===== config.mk =====
export PLATFORM = sky130hd
export DESIGN_NAME = dhcp_lease_table_top
export DESIGN_NICKNAME = d
export VERILOG_FILES = /design/src/rtl/dlt_pkg.sv /design/src/rtl/dlt_alu.sv /design/src/rtl/dlt_table.sv /design/src/rtl/dlt_ctrl.sv /design/src/rtl/dhcp_lease_table_top.sv
export SDC_FILE = /design/constraint.sdc
export NUM_CORES = 1
export LEC_CHECK = 0
export BUFFER_PORTS_ARGS = -buffer_cell sky130_fd_sc_hd__buf_2
export CORE_MARGIN = 2
export CORE_UTILIZATION = 50
export CTS_BUF_LIST = sky130_fd_sc_hd__clkbuf_16
export CTS_CLUSTER_SIZE = 16
export DETAILED_ROUTE_END_ITERATION = 10
export PLACE_DENSITY = 0.77
export SETUP_SLACK_MARGIN = 0.1
export SYNTH_ARGS = -nofsm -noshare
export SYNTH_HDL_FRONTEND = slang
export SYNTH_SLANG_ARGS = --single-unit

===== constraint.sdc =====
create_clock -name clk_i -period 8.7 [get_ports clk_i]
set_clock_uncertainty 0.05 [all_clocks]
set_input_delay 0 -clock clk_i [delete_from_list [all_inputs] [get_ports clk_i]]
set_output_delay 0 -clock clk_i [all_outputs]
set_load 0.01 [all_outputs]

===== src/rtl/dlt_pkg.sv =====
// ---------------------------------------------------------------------------
// dlt_pkg: shared types and constants of the DHCP lease table
// Item and result layouts, config register codes, lease table sizing.
// ---------------------------------------------------------------------------
`default_nettype none

package dlt_pkg;

  localparam int CLIENT_COUNT = 8;
  localparam int IDX_W        = (CLIENT_COUNT > 1) ? $clog2(CLIENT_COUNT) : 1;
  localparam int MAC_W        = 48;
  localparam int EXP_W        = 16;
  localparam int SLOT_W       = 4;
  localparam int CFG_IDX_W    = 2;
  localparam int CFG_DATA_W   = 32;

  localparam logic [7:0] CLIENT_COUNT_B = 8'(CLIENT_COUNT);
  localparam logic [IDX_W-1:0] LAST_IDX = IDX_W'(CLIENT_COUNT - 1);

  typedef enum logic [CFG_IDX_W-1:0] {
    CFG_SERVER_ADDRESS = 2'd0,
    CFG_BASE_HOST      = 2'd1,
    CFG_LEASE_MS       = 2'd2
  } dlt_cfg_idx_e;

  typedef enum logic [2:0] {
    ST_OFFER        = 3'd0,
    ST_ACK          = 3'd1,
    ST_NO_FREE      = 3'd2,
    ST_NO_REQUESTED = 3'd3,
    ST_WRONG_SUBNET = 3'd4,
    ST_OUT_OF_RANGE = 3'd5,
    ST_IN_USE       = 3'd6
  } dlt_status_e;

  typedef struct packed {
    logic             req_type;
    logic [MAC_W-1:0] client_mac;
    logic             requested_present;
    logic [31:0]      requested_address;
    logic [31:0]      now_ms;
  } dlt_item_t;

  typedef struct packed {
    logic [2:0]        status;
    logic [31:0]       assigned_address;
    logic [SLOT_W-1:0] slot_index;
  } dlt_result_t;

  typedef struct packed {
    logic [31:0] server_address;
    logic [7:0]  base_host;
    logic [31:0] lease_ms;
  } dlt_cfg_t;

  // lease table write request
  typedef struct packed {
    logic             en;
    logic [IDX_W-1:0] idx;
    logic [MAC_W-1:0] owner;
    logic             set_expiry;
    logic [EXP_W-1:0] expiry;
  } dlt_wr_t;

endpackage

`default_nettype wire


===== src/rtl/dlt_alu.sv =====
// ---------------------------------------------------------------------------
// dlt_alu: shared 32-bit add/subtract unit
// Used for the expiry test, the slot offset and the new expiry time.
// ---------------------------------------------------------------------------
`default_nettype none

module dlt_alu
  import dlt_pkg::*;
(
  input  logic [31:0] a_i,
  input  logic [31:0] b_i,
  input  logic        sub_i,
  output logic [31:0] res_o
);

  assign res_o = sub_i ? (a_i - b_i) : (a_i + b_i);

endmodule

`default_nettype wire


===== src/rtl/dlt_table.sv =====
// ---------------------------------------------------------------------------
// dlt_table: lease slot storage
// Owner MAC and coarse expiry per slot, cleared at reset, one read port.
// ---------------------------------------------------------------------------
`default_nettype none

module dlt_table
  import dlt_pkg::*;
(
  input  logic             clk_i,
  input  logic             rst_ni,
  input  logic [IDX_W-1:0] rd_idx_i,
  input  dlt_wr_t          wr_i,
  output logic [MAC_W-1:0] rd_owner_o,
  output logic [EXP_W-1:0] rd_expiry_o
);

  logic [MAC_W-1:0] owner_q  [CLIENT_COUNT];
  logic [EXP_W-1:0] expiry_q [CLIENT_COUNT];

  always_ff @(posedge clk_i or negedge rst_ni) begin
    if (!rst_ni) begin
      for (int i = 0; i < CLIENT_COUNT; i++) begin
        owner_q[i]  <= '0;
        expiry_q[i] <= '0;
      end
    end else if (wr_i.en) begin
      owner_q[wr_i.idx] <= wr_i.owner;
      if (wr_i.set_expiry) begin
        expiry_q[wr_i.idx] <= wr_i.expiry;
      end
    end
  end

  assign rd_owner_o  = owner_q[rd_idx_i];
  assign rd_expiry_o = expiry_q[rd_idx_i];

endmodule

`default_nettype wire


===== src/rtl/dlt_ctrl.sv =====
// ---------------------------------------------------------------------------
// dlt_ctrl: lease sequencer
// Scans slots for a discover, checks and claims a slot for a request.
// ---------------------------------------------------------------------------
`default_nettype none

module dlt_ctrl
  import dlt_pkg::*;
(
  input  logic             clk_i,
  input  logic             rst_ni,
  input  logic             start_i,
  input  dlt_item_t        item_i,
  input  dlt_cfg_t         cfg_i,
  input  logic [MAC_W-1:0] rd_owner_i,
  input  logic [EXP_W-1:0] rd_expiry_i,
  input  logic [31:0]      alu_res_i,
  output logic [IDX_W-1:0] rd_idx_o,
  output dlt_wr_t          wr_o,
  output logic [31:0]      alu_a_o,
  output logic [31:0]      alu_b_o,
  output logic             alu_sub_o,
  output logic             busy_o,
  output logic             done_o,
  output dlt_result_t      result_o
);

  typedef enum logic [4:0] {
    S_IDLE  = 5'b00001,
    S_SCAN  = 5'b00010,
    S_CHECK = 5'b00100,
    S_RANGE = 5'b01000,
    S_CLAIM = 5'b10000
  } dlt_state_e;

  dlt_state_e       state_q, state_d;
  dlt_item_t        item_q, item_d;
  logic [IDX_W-1:0] idx_q, idx_d;
  logic             free_found_q, free_found_d;
  logic [IDX_W-1:0] free_idx_q, free_idx_d;
  logic [7:0]       slot_q, slot_d;
  logic             done_q, done_d;
  dlt_result_t      result_q, result_d;

  logic             owner_zero;
  logic             mac_hit;
  logic             nf_found;
  logic [IDX_W-1:0] nf_idx;

  function automatic dlt_result_t mk_result(dlt_status_e st, logic [IDX_W-1:0] slot,
                                            dlt_cfg_t cfg);
    dlt_result_t r;
    r.status           = st;
    r.assigned_address = {cfg.server_address[31:8], cfg.base_host + 8'(slot)};
    r.slot_index       = SLOT_W'(slot);
    return r;
  endfunction

  function automatic dlt_result_t mk_error(dlt_status_e st);
    dlt_result_t r;
    r.status           = st;
    r.assigned_address = '0;
    r.slot_index       = '0;
    return r;
  endfunction

  assign owner_zero = (rd_owner_i == '0);
  assign mac_hit    = (rd_owner_i == item_q.client_mac);

  always_comb begin
    state_d      = state_q;
    item_d       = item_q;
    idx_d        = idx_q;
    free_found_d = free_found_q;
    free_idx_d   = free_idx_q;
    slot_d       = slot_q;
    done_d       = 1'b0;
    result_d     = result_q;
    rd_idx_o     = idx_q;
    wr_o         = '0;
    alu_a_o      = '0;
    alu_b_o      = '0;
    alu_sub_o    = 1'b1;
    nf_found     = free_found_q;
    nf_idx       = free_idx_q;

    case (state_q)
      S_IDLE: begin
        if (start_i) begin
          item_d       = item_i;
          idx_d        = '0;
          free_found_d = 1'b0;
          state_d      = item_i.req_type ? S_CHECK : S_SCAN;
        end
      end

      S_SCAN: begin
        // expired when {expiry, ffff} - now is negative
        alu_a_o = {rd_expiry_i, 16'hffff};
        alu_b_o = item_q.now_ms;
        if (mac_hit) begin
          done_d   = 1'b1;
          result_d = mk_result(ST_OFFER, idx_q, cfg_i);
          state_d  = S_IDLE;
        end else begin
          if (!free_found_q && (owner_zero || alu_res_i[31])) begin
            nf_found = 1'b1;
            nf_idx   = idx_q;
            if (!owner_zero) begin
              wr_o.en    = 1'b1;
              wr_o.idx   = idx_q;
              wr_o.owner = '0;
            end
          end
          free_found_d = nf_found;
          free_idx_d   = nf_idx;
          if (idx_q == LAST_IDX) begin
            done_d   = 1'b1;
            result_d = nf_found ? mk_result(ST_OFFER, nf_idx, cfg_i) : mk_error(ST_NO_FREE);
            state_d  = S_IDLE;
          end else begin
            idx_d = idx_q + 1'b1;
          end
        end
      end

      S_CHECK: begin
        alu_a_o = {24'd0, item_q.requested_address[7:0]};
        alu_b_o = {24'd0, cfg_i.base_host};
        if (!item_q.requested_present) begin
          done_d   = 1'b1;
          result_d = mk_error(ST_NO_REQUESTED);
          state_d  = S_IDLE;
        end else if (item_q.requested_address[31:8] != cfg_i.server_address[31:8]) begin
          done_d   = 1'b1;
          result_d = mk_error(ST_WRONG_SUBNET);
          state_d  = S_IDLE;
        end else begin
          slot_d  = alu_res_i[7:0];
          state_d = S_RANGE;
        end
      end

      S_RANGE: begin
        rd_idx_o = slot_q[IDX_W-1:0];
        if (slot_q >= CLIENT_COUNT_B) begin
          done_d   = 1'b1;
          result_d = mk_error(ST_OUT_OF_RANGE);
          state_d  = S_IDLE;
        end else if (!mac_hit && !owner_zero) begin
          done_d   = 1'b1;
          result_d = mk_error(ST_IN_USE);
          state_d  = S_IDLE;
        end else begin
          state_d = S_CLAIM;
        end
      end

      S_CLAIM: begin
        rd_idx_o        = slot_q[IDX_W-1:0];
        alu_a_o         = item_q.now_ms;
        alu_b_o         = cfg_i.lease_ms;
        alu_sub_o       = 1'b0;
        wr_o.en         = 1'b1;
        wr_o.idx        = slot_q[IDX_W-1:0];
        wr_o.owner      = item_q.client_mac;
        wr_o.set_expiry = 1'b1;
        wr_o.expiry     = alu_res_i[31:16];
        done_d          = 1'b1;
        result_d        = mk_result(ST_ACK, slot_q[IDX_W-1:0], cfg_i);
        state_d         = S_IDLE;
      end

      default: begin
        state_d = S_IDLE;
      end
    endcase
  end

  always_ff @(posedge clk_i or negedge rst_ni) begin
    if (!rst_ni) begin
      state_q      <= S_IDLE;
      idx_q        <= '0;
      free_found_q <= 1'b0;
      free_idx_q   <= '0;
      done_q       <= 1'b0;
    end else begin
      state_q      <= state_d;
      idx_q        <= idx_d;
      free_found_q <= free_found_d;
      free_idx_q   <= free_idx_d;
      done_q       <= done_d;
    end
  end

  always_ff @(posedge clk_i) begin
    item_q   <= item_d;
    slot_q   <= slot_d;
    result_q <= result_d;
  end

  assign busy_o   = (state_q != S_IDLE);
  assign done_o   = done_q;
  assign result_o = result_q;

endmodule

`default_nettype wire


===== src/rtl/dhcp_lease_table_top.sv =====
// ---------------------------------------------------------------------------
// dhcp_lease_table_top: DHCP server lease allocation core
// Lease table of client MACs with coarse expiry; answers discover/request.
// ---------------------------------------------------------------------------
//  channel  | handshake             | payload
//  ---------+-----------------------+-------------------------------------
//  item in  | start_i & !busy_o     | item_i   (dlt_item_t)
//  result   | done_o, one cycle     | result_o (dlt_result_t)
//  config   | cfg_we_i              | cfg_idx_i, cfg_data_i
//
//  Discover: scans the slots in turn, stops on a MAC hit, at most
//  CLIENT_COUNT slots; serial due to the single read port and shared adder.
//  Request: S_CHECK then S_RANGE, each may end on an error, then S_CLAIM.
//  Result strobes the cycle after the last step; busy_o drops in that cycle.
//  Reset clears every lease slot at once; no clearing pass.
//  The result side has no back-pressure.
// ---------------------------------------------------------------------------
`default_nettype none

module dhcp_lease_table_top
  import dlt_pkg::*;
(
  input  logic                  clk_i,
  input  logic                  rst_ni,
  input  logic                  start_i,
  input  dlt_item_t             item_i,
  output logic                  busy_o,
  output logic                  done_o,
  output dlt_result_t           result_o,
  input  logic                  cfg_we_i,
  input  logic [CFG_IDX_W-1:0]  cfg_idx_i,
  input  logic [CFG_DATA_W-1:0] cfg_data_i
);

  dlt_cfg_t         cfg_q;
  logic [IDX_W-1:0] rd_idx;
  dlt_wr_t          wr;
  logic [MAC_W-1:0] rd_owner;
  logic [EXP_W-1:0] rd_expiry;
  logic [31:0]      alu_a;
  logic [31:0]      alu_b;
  logic             alu_sub;
  logic [31:0]      alu_res;

  always_ff @(posedge clk_i or negedge rst_ni) begin
    if (!rst_ni) begin
      cfg_q.server_address <= 32'd0;
      cfg_q.base_host      <= 8'd16;
      cfg_q.lease_ms       <= 32'd43200000;
    end else if (cfg_we_i) begin
      case (cfg_idx_i)
        CFG_SERVER_ADDRESS: cfg_q.server_address <= cfg_data_i;
        CFG_BASE_HOST:      cfg_q.base_host      <= cfg_data_i[7:0];
        CFG_LEASE_MS:       cfg_q.lease_ms       <= cfg_data_i;
        default: begin
        end
      endcase
    end
  end

  dlt_ctrl u_ctrl (
    .clk_i       (clk_i),
    .rst_ni      (rst_ni),
    .start_i     (start_i),
    .item_i      (item_i),
    .cfg_i       (cfg_q),
    .rd_owner_i  (rd_owner),
    .rd_expiry_i (rd_expiry),
    .alu_res_i   (alu_res),
    .rd_idx_o    (rd_idx),
    .wr_o        (wr),
    .alu_a_o     (alu_a),
    .alu_b_o     (alu_b),
    .alu_sub_o   (alu_sub),
    .busy_o      (busy_o),
    .done_o      (done_o),
    .result_o    (result_o)
  );

  dlt_table u_table (
    .clk_i       (clk_i),
    .rst_ni      (rst_ni),
    .rd_idx_i    (rd_idx),
    .wr_i        (wr),
    .rd_owner_o  (rd_owner),
    .rd_expiry_o (rd_expiry)
  );

  dlt_alu u_alu (
    .a_i   (alu_a),
    .b_i   (alu_b),
    .sub_i (alu_sub),
    .res_o (alu_res)
  );

endmodule

`default_nettype wire


======== Yosys cells after proc, flatten, opt, wreduce, memory -nomap -nowiden ========
Cells that the tools add are included.
storage, ports and cells
  register bits after elaboration ......... 757
  output and inout bits ................... 41
  logic and storage cells ................. 144
cells by class
  bitwise operators ....................... 4
  $add $sub $neg .......................... 6
  magnitude comparators ................... 4
  reductions and logical operators ........ 23
  eq/ne operators ......................... 17
  mux-type cells .......................... 58
operators by type and width
  operator                                 count
  bitwise mux 384 bit                      1
  2-to-1 mux 39 bit                        6
  case mux 32 bit (3 select lines)         2
  2-to-1 mux 52 bit                        3
  case mux 39 bit (4 select lines)         1
  binary-select mux 48 bit (select 3 bit)  1
  demux 48 bit (select 3 bit)              1
  2-to-1 mux 48 bit                        3
  bitwise mux 128 bit                      1
  case mux 52 bit (2 select lines)         1
  binary-select mux 16 bit (select 3 bit)  1
  demux 16 bit (select 3 bit)              1
  equality test 48 bit                     1
  zero test 48 bit                         1
  2-to-1 mux 16 bit                        3
  2-to-1 mux 38 bit                        1
  adder 32 bit                             1
  2-to-1 mux 32 bit                        1
  subtractor 32 bit                        1
  2-to-1 mux 5 bit                         6
  adder 8 x 3 -> 8 bit                     3
  2-to-1 mux 3 bit                         8
  != test 24 bit                           1
  case mux 5 bit (4 select lines)          1
  other kinds (34)                         62

======== Longest topological paths before layout ========
  word-level depth ........................ 21
  mapped depth ............................ 35
  gate-level depth less buffers ........... 31

======== Modules after synthesis ========
A second synthesis with hierarchy kept.
second synthesis, totals
  cell total of the unflattened synthesis .. 2513
  area, all modules ....................... 36323.6 µm²
by module, submodules not included
  module                cells an instance  times used  area each (µm²)
  dlt_table             1324               1           22689.3
  dlt_ctrl              686                1           8558.2
  dhcp_lease_table_top  153                1           2726.4
  dlt_alu               350                1           2349.8

======== Worst setup path before layout ========
No wires, ideal clock.
  path kind ............................... register to register
  start point ............................. register u_ctrl.state_q[0]
  end point ............................... register u_ctrl.result_q, in the netlist u_ctrl.result_o[9] (data pin)
  library setup time ...................... 265 ps
  cell stages (with the launch flop) ...... 31
  arrival time ............................ 7146 ps
  setup slack ............................. 1238 ps
  buffers on the path ..................... 3
  cells stage by stage .................... dfstp_2 -> nor4_1 -> and2_1 -> clkbuf_1 -> a222oi_1 -> nand4_1 -> nor3_1 -> and3_1 -> and3_1 -> clkbuf_1 -> o221ai_1 -> or3_1 -> a31oi_1 -> ha_1 -> a21o_1 -> a21o_1 -> a21oi_1 -> and3b_1 -> a211oi_1 -> o21ai_0 -> xnor2_1 -> clkbuf_1 -> o21bai_1 -> mux2_2 -> ha_1 -> and3_1 -> a211oi_1 -> mux2_2 -> o22ai_1 -> a31oi_1 -> a31oi_1
RTL lines
  item                      RTL line         source
  start: declaration        dlt_ctrl.sv:36   dlt_state_e state_q, state_d;
  start signal: assignment  dlt_ctrl.sv:188  state_q <= state_d;
  end signal: assignment    dlt_ctrl.sv:199  result_q <= result_d;
  end: declaration          dlt_ctrl.sv:43   dlt_result_t result_q, result_d;

==> impl_metrics.ini <==
[final_layout]
post-route-util_pct = 59.1
nets = 3682
syn_to_final_growth_pct = 17.6
final_layout_size_suffix_gt1_share_pct = 17.6
nFillCells = 5803
stdcell_area_sq_um = 43700

[clock_tree]
clock_latency_ns = 0.66
htree_levels = 3
numCtsBuffers = 81
clk_path_buf_depth = 3
clkTransAtPathRegs_ns = 0.06
cts_tree = done
cts-root-buf = clkbuf_16
clock_sinks = 748

[worst_setup_path]
path_buf_inv = 1
critical_path_depth = 30
startpoint_type = flip-flop
cp_data_required_time_ns = 9.04
crit_path_frequent_cell = a31oi_1
path_class = flip-flop to flip-flop
crit_family = compound AO/OA/AOI/OAI gates
critical_path_arrival_ns = 8.58
critical-path-slowest-cell = a222oi_1
ff2ff_path_depth = 30
r2r_start = u_ctrl.state_q[0]
slowest_delay_ns = 0.78
worstSetupEndpointType = flip-flop
cp_max_fo = 19
cp-startpoint = u_ctrl.state_q[0]

[global_route]
busiest_layer = met2
use_met2_pct = 48.6
met1_usage_pct = 40.8
grt_first_pass_wirelength_microns = 186000
grtUsageTotal_pct = 31.0
use_met3_pct = 6.19
grt_max_degree = 178
overflow = 0
grt_pass1_vias = 31073
antenna_found_initial = 1

[sta]
slew_headroom_pct = 19.9
tightestPinTransition_ns = 1.20
fin_ws_ns = 0.459
fmaxAchievable_mhz = 121
slew_violations = 0
setup_violations = 0
period_minus_slack_ns = 8.24
post-route-period-util_pct = 94.7
hold_viol_final = 0

[synth]
netlist_area_sq_um = 37200
synthSimpleGateAreaFrac_pct = 9.57
yosys.area_share.adder_pct = 1.70
yosysWarnings = 0
ys.flop_type = dfrtp_1
syn_avg_cell_area_sq_um = 11.5
synth_mux_area_share_pct = 9.08
synth.distinct_cells = 81
syn_inst = 3230
ys_seq_area_share_pct = 52.5
async_flop_share_pct = 78.7
synth_top_family_by_area = compound AO/OA/AOI/OAI gates
ys_ff_latch = 748
synth_edf_count = 159
synth_fp_nets = 3430
synth_compound_area_share_pct = 20.8
synth-xor-area-share_pct = 2.07

[routing]
firstDrtPassIters = 7
routed_wl_microns = 120000
ant_nets = 0
avgViaCountPerCell = 6.82
via_count = 30845
first_iter_violations = 4148
routedWlPerCell_microns = 26.4
drc = 0

[floorplan]
boundaryPins = 193
coreArea_sq_um = 74100
rows = 100
die_w_microns = 277
die-area_sq_um = 76600
initial_core_util_pct = 50.2
fp.dieH_microns = 277

[power_and_ir_drop]
power.density_nw_per_um2 = 249
ir_drop_mv = 0.185
power_uw = 10900
p_leak_uw = 0.0189

[place]
io_buffers = 191
dpl.hpwl_microns = 69800
placed_cell_area_sq_um = 39000
dp_slack_ns = 0.420
globalplace.congestion = 0.963

[job]
drv_cap = 0

[outcome]
status = finished, final reports clean

[min_path]
hold_path.class = primary input to asynchronous set/reset pin
worst reg2reg max path: cells and delay by family (launching register included):
family / cells / cell delay [ns]
simple gates: 11 / 2.76
flops: 1 / 0.59
mux: 2 / 0.66
buf+inv: 1 / 0.21
compound gates: 13 / 2.93
fa+ha+maj: 2 / 0.58
xor+xnor: 1 / 0.18
per-layer routing:
layer	share of wire [%]	wire [microns]
met2	46	55400
met3	10	12000
met4	5.5	6560
met5	0.048	57
met1	38	45600
synthesized netlist by cell type, drive strengths merged (11+ instances only):
cell type	instances	area, sq um
dfrtp	578	14500
a22o	385	3370
nand2	208	781
mux2	164	1850
edfxtp	159	4770
buf	157	763
clkbuf	151	567
o21ai	143	716
a21oi	98	494
nand3	88	440
mux2i	83	831
nand2b	83	522
nor2	77	309
a211oi	71	543
inv	67	251
xnor2	50	438
a311oi	44	385
ha	44	551
o22ai	44	275
nor4	41	293
xor2	38	333
nor3	37	219
a32o	36	360
and3	32	200
mux4	31	698
and2	29	181
a32oi	25	219
a21o	23	173
a221o	22	220
nand4	19	119
a31oi	18	113
o31ai	14	120
nand3b	13	97.6
or4	13	97.6
or3	12	75.1
a2111oi	11	96.3
a221oi	11	96.3
dfstp	11	289
stage by stage:
step | std cells | hold WS [ns] | setup TNS [ns]
after global routing | 4520 | 0.00961 | -0.0689
after detailed placement | 4171 | 0.00947 | 0
final | 4523 | 0.0102 | 0
after CTS | 4509 | 0.000381 | 0
after global placement | 4171 | 0.0102 | 0
after floorplan | 3230 | -0.346 | 0
area by class of cell:
type	instances	area, sq um	area share, %
timing repair buffer	477	3760	8.60
inverter	67	256	0.586
multi-input combinational	2107	16300	37.2
sequential	748	19500	44.6
tap	969	1210	2.77
clock inverter	66	591	1.35
clock buffer	85	2130	4.86
antenna	4	10.0	0.0229
flip-flops by register name (all words and copies together) (netlist names):
name / count
u_ctrl.slot_q: 8
u_table.owner_q: 384
u_ctrl.state_q: 5
u_ctrl.result_o: 38
u_table.expiry_q: 128
cfg_q: 64
u_ctrl.item_q: 113
u_ctrl.free_found_q: 1
u_ctrl.done_o: 1
u_ctrl.free_idx_q: 3
u_ctrl.idx_q: 3
logic make-up after synthesis:
family | Yosys count
xor gates and xnor gates | 88
buffers and inverters | 375
other | 1
muxes | 278
DFF | 748
AOI/OAI and AO/OA | 1012
and+or+nand+nor | 680
adders and majority gates | 48
placed cells by master, fill, tap and decap left out, types with 22 or more instances in the layout:
master,netlist,final
a211oi_1,69,69
a21o_1,23,23
a21oi_1,97,97
a221o_1,22,22
a22o_1,385,385
a311oi_1,44,44
a32o_1,36,36
a32oi_1,25,25
and2_1,29,27
and3_1,32,31
buf_2,91,190
buf_4,10,86
clkbuf_16,0,85
dfrtp_1,578,575
dlygate4sd3_1,0,186
edfxtp_1,159,159
ha_1,44,44
inv_1,67,84
mux2_1,50,50
mux2_2,114,114
mux2i_1,83,83
mux4_2,31,31
nand2_1,208,202
nand2b_1,82,79
nand3_1,88,85
nor2_1,73,72
nor3_1,34,33
nor4_1,38,37
o21ai_0,133,132
o22ai_1,44,44
xnor2_1,50,49
xor2_1,38,37
final timing paths:
kind / slack (ns) / end
min in group clk_i: 0.01 / cfg_q[35]
worst min register to register: 0.43 / u_table.expiry_q[62]
worst min-delay path: 0.01 / u_table.owner_q[121]
worst max-delay path: 0.46 / u_ctrl.result_o[9]
max in group asynchronous: 7.02 / cfg_q[6]
worst max register to register: 0.46 / u_ctrl.result_o[9]
report_power, final:
part,switching (uW),leakage [uW],internal [uW],total [uW]
logic,2010,0.00796,1110,3120
clock network,1540,0.00139,2000,3540
registers,304,0.00956,3910,4210
total,3860,0.0189,7020,10900
timing repair:
| action | in CTS | in global routing |
|---|---|---|
| endpoints found under the setup margin | 0 | 377 |
| gates resized for setup | 0 | 8 |
| hold endpoints to repair | 260 | 0 |
| hold buffers | 187 | 0 |
| setup buffers | 0 | 10 |
Power figures use the tool's default switching activity.
